[config.mk]
export PLATFORM = sky130hd
export DESIGN_NAME = seven_segment_scan_driver
export DESIGN_NICKNAME = d
export VERILOG_FILES = /design/src/rtl/ssd_pkg.sv /design/src/rtl/ssd_digit_split.sv /design/src/rtl/ssd_scan_core.sv /design/src/rtl/seven_segment_scan_driver.sv
export SDC_FILE = /design/constraint.sdc
export NUM_CORES = 1
export LEC_CHECK = 0
export ABC_AREA = 1
export BUFFER_PORTS_ARGS = -buffer_cell sky130_fd_sc_hd__buf_4
export CORE_ASPECT_RATIO = 1.5
export CORE_MARGIN = 1
export CORE_UTILIZATION = 40
export CTS_CLUSTER_DIAMETER = 30
export DETAILED_ROUTE_END_ITERATION = 10
export MAX_ROUTING_LAYER = met4
export PLACE_DENSITY_LB_ADDON = 0.15
export SYNTH_ARGS = -nofsm -noshare
export SYNTH_HDL_FRONTEND = slang
export SYNTH_SLANG_ARGS = --single-unit
[constraint.sdc]
create_clock -name clk -period 14.8 [get_ports clk]
set_input_delay 0.74 -clock clk [delete_from_list [all_inputs] [get_ports clk]]
set_output_delay 0.74 -clock clk [all_outputs]
set_load 0.02 [all_outputs]
[src/rtl/ssd_pkg.sv]
package ssd_pkg;

  localparam int unsigned SegW     = 7;
  localparam int unsigned DigitW   = 4;
  localparam int unsigned NumDigit = 3;
  localparam int unsigned PosW     = 2;
  localparam int unsigned ValueW   = 16;
  localparam int unsigned CodeW    = 8;
  localparam int unsigned ApbAddrW = 3;
  localparam int unsigned ApbDataW = 32;

  // register index, taken from paddr[2]
  localparam logic REG_FAULT_CODE = 1'b0;

  localparam logic [SegW-1:0] SEG_ALL_OFF = 7'h7F;
  localparam logic [SegW-1:0] SEG_E       = 7'h12;
  localparam logic [SegW-1:0] SEG_R       = 7'h76;
  localparam logic [SegW-1:0] SEG_ONE     = 7'h6D;

  localparam logic [13:0] SAT_MAX = 14'd9999;

  typedef enum logic {
    OP_NUMBER = 1'b0,
    OP_ERROR  = 1'b1
  } op_t;

  typedef struct packed {
    op_t               opcode;
    logic [ValueW-1:0] value;
    logic              value_new;
    logic [CodeW-1:0]  error_code;
  } ssd_item_t;

  typedef struct packed {
    logic [SegW-1:0]     segments_n;
    logic [NumDigit-1:0] digit_enable_n;
    logic                value_taken;
  } ssd_result_t;

  // active-low segment pattern of a decimal digit
  function automatic logic [SegW-1:0] digit_glyph(input logic [DigitW-1:0] d);
    logic [SegW-1:0] seg;
    case (d)
      4'd0:    seg = 7'h01;
      4'd1:    seg = 7'h6D;
      4'd2:    seg = 7'h22;
      4'd3:    seg = 7'h28;
      4'd4:    seg = 7'h4C;
      4'd5:    seg = 7'h18;
      4'd6:    seg = 7'h10;
      4'd7:    seg = 7'h2D;
      4'd8:    seg = 7'h00;
      4'd9:    seg = 7'h08;
      default: seg = SEG_ALL_OFF;
    endcase
    return seg;
  endfunction

  function automatic logic [NumDigit-1:0] enable_for(input logic [PosW-1:0] pos);
    logic [NumDigit-1:0] en;
    case (pos)
      2'd1:    en = 3'b101;
      2'd2:    en = 3'b011;
      default: en = 3'b110;
    endcase
    return en;
  endfunction

endpackage

[src/rtl/ssd_digit_split.sv]
module ssd_digit_split (
  input  logic [ssd_pkg::ValueW-1:0] value,
  output logic [ssd_pkg::DigitW-1:0] thousands,
  output logic [ssd_pkg::DigitW-1:0] hundreds,
  output logic [ssd_pkg::DigitW-1:0] tens
);
  import ssd_pkg::*;

  logic [13:0] sat;
  logic [26:0] th_prod;
  logic [13:0] th_rem;
  logic [9:0]  rem_h;
  logic [15:0] h_prod;
  logic [9:0]  h_rem;
  logic [6:0]  rem_t;
  logic [14:0] t_prod;

  // divide by constants with reciprocal multiplies, exact for 0..9999
  always_comb begin
    sat       = (value > ValueW'(SAT_MAX)) ? SAT_MAX : value[13:0];
    th_prod   = 27'(sat) * 27'd8389;
    thousands = th_prod[26:23];
    th_rem    = sat - 14'(thousands) * 14'd1000;
    rem_h     = th_rem[9:0];
    h_prod    = 16'(rem_h) * 16'd41;
    hundreds  = h_prod[15:12];
    h_rem     = rem_h - 10'(hundreds) * 10'd100;
    rem_t     = h_rem[6:0];
    t_prod    = 15'(rem_t) * 15'd205;
    tens      = t_prod[14:11];
  end

endmodule

[src/rtl/ssd_scan_core.sv]
module ssd_scan_core (
  input  logic                      clk,
  input  logic                      rst,
  input  logic                      advance,
  input  ssd_pkg::ssd_item_t        item,
  input  logic [ssd_pkg::CodeW-1:0] fault_code,
  output ssd_pkg::ssd_result_t      result
);
  import ssd_pkg::*;

  logic [PosW-1:0]   num_pos;
  logic [PosW-1:0]   num_pos_next;
  logic [DigitW-1:0] digits [NumDigit];
  logic [PosW-1:0]   err_pos;
  logic [PosW-1:0]   err_pos_next;
  logic              err_latched;
  logic              err_latched_next;
  logic [CodeW-1:0]  err_code;
  logic [CodeW-1:0]  err_code_next;

  logic [DigitW-1:0] split_th;
  logic [DigitW-1:0] split_h;
  logic [DigitW-1:0] split_t;
  logic [PosW-1:0]   pos;
  logic              latch;
  logic [DigitW-1:0] shown;

  ssd_digit_split u_split (
    .value     (item.value),
    .thousands (split_th),
    .hundreds  (split_h),
    .tens      (split_t)
  );

  always_comb begin
    num_pos_next     = num_pos;
    err_pos_next     = err_pos;
    err_latched_next = err_latched;
    err_code_next    = err_code;
    latch            = 1'b0;
    shown            = '0;
    result           = '0;
    if (item.opcode == OP_NUMBER) begin
      pos   = (num_pos == 2'd3) ? 2'd0 : num_pos;
      latch = item.value_new && (pos == 2'd0);
      case (pos)
        2'd1:    shown = digits[1];
        2'd2:    shown = digits[2];
        default: shown = latch ? split_th : digits[0];
      endcase
      result.segments_n  = digit_glyph(shown);
      result.value_taken = latch;
      num_pos_next       = (pos == 2'd2) ? 2'd0 : pos + 2'd1;
    end else begin
      pos = (err_pos == 2'd3) ? 2'd0 : err_pos;
      if (!err_latched) begin
        err_latched_next = 1'b1;
        err_code_next    = item.error_code;
      end
      case (pos)
        2'd0:    result.segments_n = SEG_E;
        2'd1:    result.segments_n = SEG_R;
        default: result.segments_n = (err_code_next == fault_code) ? SEG_ONE : SEG_ALL_OFF;
      endcase
      if (pos == 2'd2) begin
        err_pos_next     = 2'd0;
        err_latched_next = 1'b0;
      end else begin
        err_pos_next = pos + 2'd1;
      end
    end
    result.digit_enable_n = enable_for(pos);
  end

  always_ff @(posedge clk) begin
    if (rst) begin
      num_pos     <= '0;
      err_pos     <= '0;
      err_latched <= 1'b0;
      err_code    <= '0;
      digits[0]   <= '0;
      digits[1]   <= '0;
      digits[2]   <= '0;
    end else if (advance) begin
      num_pos     <= num_pos_next;
      err_pos     <= err_pos_next;
      err_latched <= err_latched_next;
      err_code    <= err_code_next;
      if (latch) begin
        digits[0] <= split_th;
        digits[1] <= split_h;
        digits[2] <= split_t;
      end
    end
  end

  // scan wraps after the third digit
  assert property (@(posedge clk) disable iff (rst)
    advance && item.opcode == OP_NUMBER && num_pos == 2'd2 |=> num_pos == 2'd0)
    else $error("number scan did not wrap");

  // a latch only happens while the first digit is lit
  assert property (@(posedge clk) disable iff (rst)
    result.value_taken |-> result.digit_enable_n == 3'b110 && item.opcode == OP_NUMBER)
    else $error("value taken off the first digit");

  // error code stays latched within a scan
  assert property (@(posedge clk) disable iff (rst)
    advance && item.opcode == OP_ERROR && err_pos != 2'd2 |=> err_latched)
    else $error("error latch lost mid scan");

  assert property (@(posedge clk) disable iff (rst)
    num_pos != 2'd3 && err_pos != 2'd3)
    else $error("scan position out of range");

  // digits change only on a latch
  assert property (@(posedge clk) disable iff (rst)
    !(advance && latch) |=> $stable(digits[1]) && $stable(digits[2]))
    else $error("digits changed without a latch");

endmodule

[src/rtl/seven_segment_scan_driver.sv]
// Scan driver for a three-digit common-anode seven-segment display. Each input word is one
// refresh tick and gives exactly one output word: the active-low segment pattern and the
// active-low digit enable of the digit lit for that tick. Number ticks (tuser = 0) show the
// thousands, hundreds and tens of the latched value, saturated to 9999; a new value is taken
// only on the first digit when value_new is set, and value_taken reports it. Error ticks
// (tuser = 1) show E, r and a one glyph when the code latched at the start of the scan equals
// the fault_code register (APB address 0). Number and error modes keep separate scan
// positions. One word is accepted per cycle while the output is not stalled; each word is
// held in the input register while the scan logic and the digit split feed the result
// register. A stalled output holds the input register.
module seven_segment_scan_driver (
  input  logic                         clk,
  input  logic                         rst,
  // apb configuration
  input  logic                         psel,
  input  logic                         penable,
  input  logic                         pwrite,
  input  logic [ssd_pkg::ApbAddrW-1:0] paddr,
  input  logic [ssd_pkg::ApbDataW-1:0] pwdata,
  output logic [ssd_pkg::ApbDataW-1:0] prdata,
  output logic                         pready,
  // input stream
  input  logic                         s_tvalid,
  output logic                         s_tready,
  input  logic [31:0]                  s_tdata,  // value[15:0], value_new[16], error_code[24:17]
  input  logic                         s_tuser,  // opcode
  // output stream
  output logic                         m_tvalid,
  input  logic                         m_tready,
  output logic [15:0]                  m_tdata   // segments_n[6:0], digit_enable_n[9:7],
                                                 // value_taken[10]
);
  import ssd_pkg::*;

  logic [CodeW-1:0] fault_code;
  logic             in_valid;
  ssd_item_t        in_item;
  logic             out_valid;
  ssd_result_t      out_item;
  ssd_result_t      core_result;
  logic             advance;

  assign pready = 1'b1;
  assign prdata = (paddr[2] == REG_FAULT_CODE) ? ApbDataW'(fault_code) : '0;

  always_ff @(posedge clk) begin
    if (rst) begin
      fault_code <= '0;
    end else if (psel && penable && pwrite && pready && paddr[2] == REG_FAULT_CODE) begin
      fault_code <= pwdata[CodeW-1:0];
    end
  end

  assign advance  = in_valid && (!out_valid || m_tready);
  assign s_tready = !in_valid || advance;

  // input register
  always_ff @(posedge clk) begin
    if (rst) begin
      in_valid <= 1'b0;
    end else if (s_tready) begin
      in_valid <= s_tvalid;
    end
  end

  always_ff @(posedge clk) begin
    if (s_tvalid && s_tready) begin
      in_item.opcode     <= op_t'(s_tuser);
      in_item.value      <= s_tdata[15:0];
      in_item.value_new  <= s_tdata[16];
      in_item.error_code <= s_tdata[24:17];
    end
  end

  ssd_scan_core u_core (
    .clk        (clk),
    .rst        (rst),
    .advance    (advance),
    .item       (in_item),
    .fault_code (fault_code),
    .result     (core_result)
  );

  // result register
  always_ff @(posedge clk) begin
    if (rst) begin
      out_valid <= 1'b0;
    end else if (advance) begin
      out_valid <= 1'b1;
    end else if (m_tready) begin
      out_valid <= 1'b0;
    end
  end

  always_ff @(posedge clk) begin
    if (advance) begin
      out_item <= core_result;
    end
  end

  assign m_tvalid = out_valid;
  assign m_tdata  = {5'b0, out_item.value_taken, out_item.digit_enable_n, out_item.segments_n};

endmodule
==> results.sh <==
export IMPL_ys_flop_type="edfxtp_1"
export IMPL_fin_crit_ns=13.93
export IMPL_layout_drive_gt1_share=0.150
export IMPL_synth_seq_cells=72
export IMPL_synth_commonest_cells="217 x inv_1, 179 x nand2_1, 178 x ha_1"
export IMPL_cts_hold_buffers=0
export IMPL_yosys_area_share_xor_xnor=0.0246
export IMPL_crit_end="u_core.digits[0][11]"
export IMPL_die_area_mm2=0.0219
export IMPL_synth_top_area_frac=0.261
export IMPL_hold_class="register to register"
export IMPL_synth_top_family_by_area="adder cells"
export IMPL_synth_most_common_cell="inv_1"
export IMPL_cp_max_fo=5
export IMPL_synthArstFlopShare=0
export IMPL_slew_violations=0
export IMPL_grt_max_degree=27
export IMPL_critical_path_most_common_cell="nand2_1"
export IMPL_crit_type="register to register"
export IMPL_r2r_cells=79
export IMPL_grt_overflow_total=0
export IMPL_core_area_mm2=0.0210
export IMPL_nets=1426
export IMPL_cts_sinks=72
export IMPL_portBuffers=62
export IMPL_synth_edf_count=49
export IMPL_period_share=0.941
export IMPL_cts_buffers=9
export IMPL_violations="DRC"
export IMPL_clk_pin_slew_worst_paths_ns=0.06
export IMPL_syn_to_final_growth_pct=14.1
export IMPL_tightest_slew_ns=0.933
export IMPL_viasPerCell=4.73
export IMPL_relSlewSlack=0.370
export IMPL_synth_yosys_seq_area_share=0.226
export IMPL_fin_area_mm2=0.00973
export IMPL_syn_area_mm2=0.00853
export IMPL_cp_required_ns=14.97
export IMPL_drtIter0Drc=239
export IMPL_chipHeight_um=181
export IMPL_yosysWarnings=0
export IMPL_cp_start_kind="register"
export IMPL_grt_use_met2=0.357
export IMPL_synth_area_leaders="ha_1 26%, edfxtp_1 17%, inv_1 9.5%"
export IMPL_ys_types=49
export IMPL_clk_insertion_delay_late_ns=0.34
export IMPL_grt_pass1_vias=6728
export IMPL_post_dp_cell_area_mm2=0.00924
export IMPL_cap_violations=0
export IMPL_clock_fmax_ghz=0.0718
export IMPL_startpoint="in_item[16]"
export IMPL_synthSimpleGateAreaFrac=0.181
export IMPL_rr_startpoint="in_item[16]"
export IMPL_cts_tree="done"
export IMPL_pin_count=126
export IMPL_critPathSlowestCell="fa_1"
export IMPL_cts_root_buf="clkbuf_16"
export IMPL_antenna_found_initial=0
export IMPL_grt_busiest_layer="met2"
export IMPL_antenna_cells=0
export IMPL_grt_pass1_wl_um=31500
export IMPL_arrival_ns=14.10
export IMPL_synth_top_area_cell="ha_1"
export IMPL_setup_viol=0
export IMPL_place_congestion=0.825
export IMPL_hold_viol=0
export IMPL_synth_mux_area_frac=0
export IMPL_initial_core_util=0.407
export IMPL_finClkSkew_ns=0.0118
export IMPL_wl_um=18900
export IMPL_grt_use_met3=0.0224
export IMPL_endpoint_kind="register"
export IMPL_num_rows=65
export IMPL_vias=6668
export IMPL_drc_errors=2
export IMPL_dr_pass1_iters=7
export IMPL_postSynthAreaPerCell_um2=8.09
export IMPL_synth_compound_area_frac=0.0900
export IMPL_grt_usage=0.189
export IMPL_detail_route_wl_per_cell_um=13.4
export IMPL_synth_cells=1055
export IMPL_die_width_um=121
export IMPL_status="complete, but fails checks"
export IMPL_h_tree_depth=3
export IMPL_ant_nets=0
export IMPL_critPathMaxStageDelay_ns=0.57
export IMPL_r2r_slack_ns=0.87
export IMPL_r2r_end="u_core.digits[0][11]"
export IMPL_clockBufferDepth=2
export IMPL_synth_fa_ha_area_frac=0.344
export IMPL_dp_hpwl_um=16100
export IMPL_grtUsageMet1=0.205
[worst min path at each step]
stage	from	end	slack, ns	cells past startpoint
2_1_floorplan	u_core.err_code[7]	u_core.err_code[7]	0.42	2
3_3_place_gp	u_core.err_code[6]	u_core.err_code[6]	0.43	2
3_5_place_dp	u_core.err_code[2]	u_core.err_code[2]	0.44	2
4_1_cts	u_core.err_code[2]	u_core.err_code[2]	0.45	2
5_1_grt	u_core.err_code[0]	u_core.err_code[0]	0.47	2
6_report	u_core.err_code[0]	u_core.err_code[0]	0.45	2
[cells by family after synthesis]
logic type	after synthesis
other cells	2
xor+xnor	21
buf+inv	270
fa+ha+maj	214
flops	72
simple gates	343
compound gates	133
[critical path, delay by kind of cell (launching register included)]
| family | cells | cell delay (ns) |
|---|---|---|
| buffers and inverters | 16 | 1.04 |
| AND/OR/NAND/NOR | 34 | 3.47 |
| XOR/XNOR | 4 | 0.81 |
| AO/OA/AOI/OAI | 4 | 0.62 |
| adder cells (fa/ha/maj) | 21 | 7.35 |
| flip-flops | 1 | 0.47 |
[stage by stage]
| step | setup TNS (ns) | setup WS (ns) | util | hold slack (ns) | cells |
|---|---|---|---|---|---|
| global route | -0.0363 | -0.0292 | 0.464 | 0.472 | 1411 |
| floorplan | 0 | 1.79 | - | 0.424 | 1083 |
| finish | 0 | 0.869 | 0.464 | 0.451 | 1411 |
| global placement | 0 | 0.337 | 0.440 | 0.435 | 1383 |
| CTS | 0 | 0.199 | 0.453 | 0.452 | 1399 |
| detailed placement | 0 | 0.285 | 0.440 | 0.440 | 1383 |
[flip-flops by register name, indices dropped and copies added, names as in the netlist]
signal and flops:
m_tdata 11, fault_code 8, u_core.err_code 8, in_valid 1, u_core.err_pos 2, u_core.num_pos 2, in_item 26, u_core.err_latched 1
m_tvalid 1, u_core.digits 12
[routing by layer]
layer | routed length, um | vias to the layer above
li1 | - | 3497
met2 | 10500 | 83
met3 | 378 | 18
met4 | 344 | 0
met1 | 7700 | 3070
met5 | 0 | -
[area by class of cell]
| type | instances | area [um^2] |
|---|---|---|
| fillers | 2157 | 11200 |
| multi-input cells | 741 | 5710 |
| flip-flops and latches | 72 | 1930 |
| inverters | 231 | 867 |
| repair buffers | 83 | 631 |
| well taps | 268 | 335 |
| clock buffers | 10 | 229 |
| clock inverters | 6 | 35.0 |
[repair_timing]
item                                   in CTS  in global routing
gates resized for setup                     0                 32
setup endpoints to repair                   0                  4
buffers inserted                            0                 12
endpoints found under the hold margin       0                  0
[cell usage in the layout, fill, tap and decap left out, types with 3 or more instances in the layout]
cell	Yosys	final
inv_1	217	216
ha_1	178	175
nand2_1	179	174
buf_4	31	82
nor2_1	75	65
a21oi_1	62	61
edfxtp_1	49	49
nand3_1	40	40
o21ai_0	40	39
fa_1	35	35
conb_1	2	30
dfxtp_1	23	23
inv_2	12	13
nand2_2	8	12
xor2_1	13	12
nor2_2	5	11
clkbuf_16	0	9
nand4_1	8	8
nor2_4	4	8
nand3_2	7	7
a21o_1	6	6
xnor2_1	6	5
nand2_4	3	4
nor3_1	5	4
clkinv_1	2	4
o21bai_1	3	3
a221o_1	3	3
o211ai_1	3	3
or2_2	3	3
a221oi_1	4	3
ha_4	0	3
Power is not shown: default switching activity piles up to over one toggle a cycle in this logic, so the estimate is an artifact.
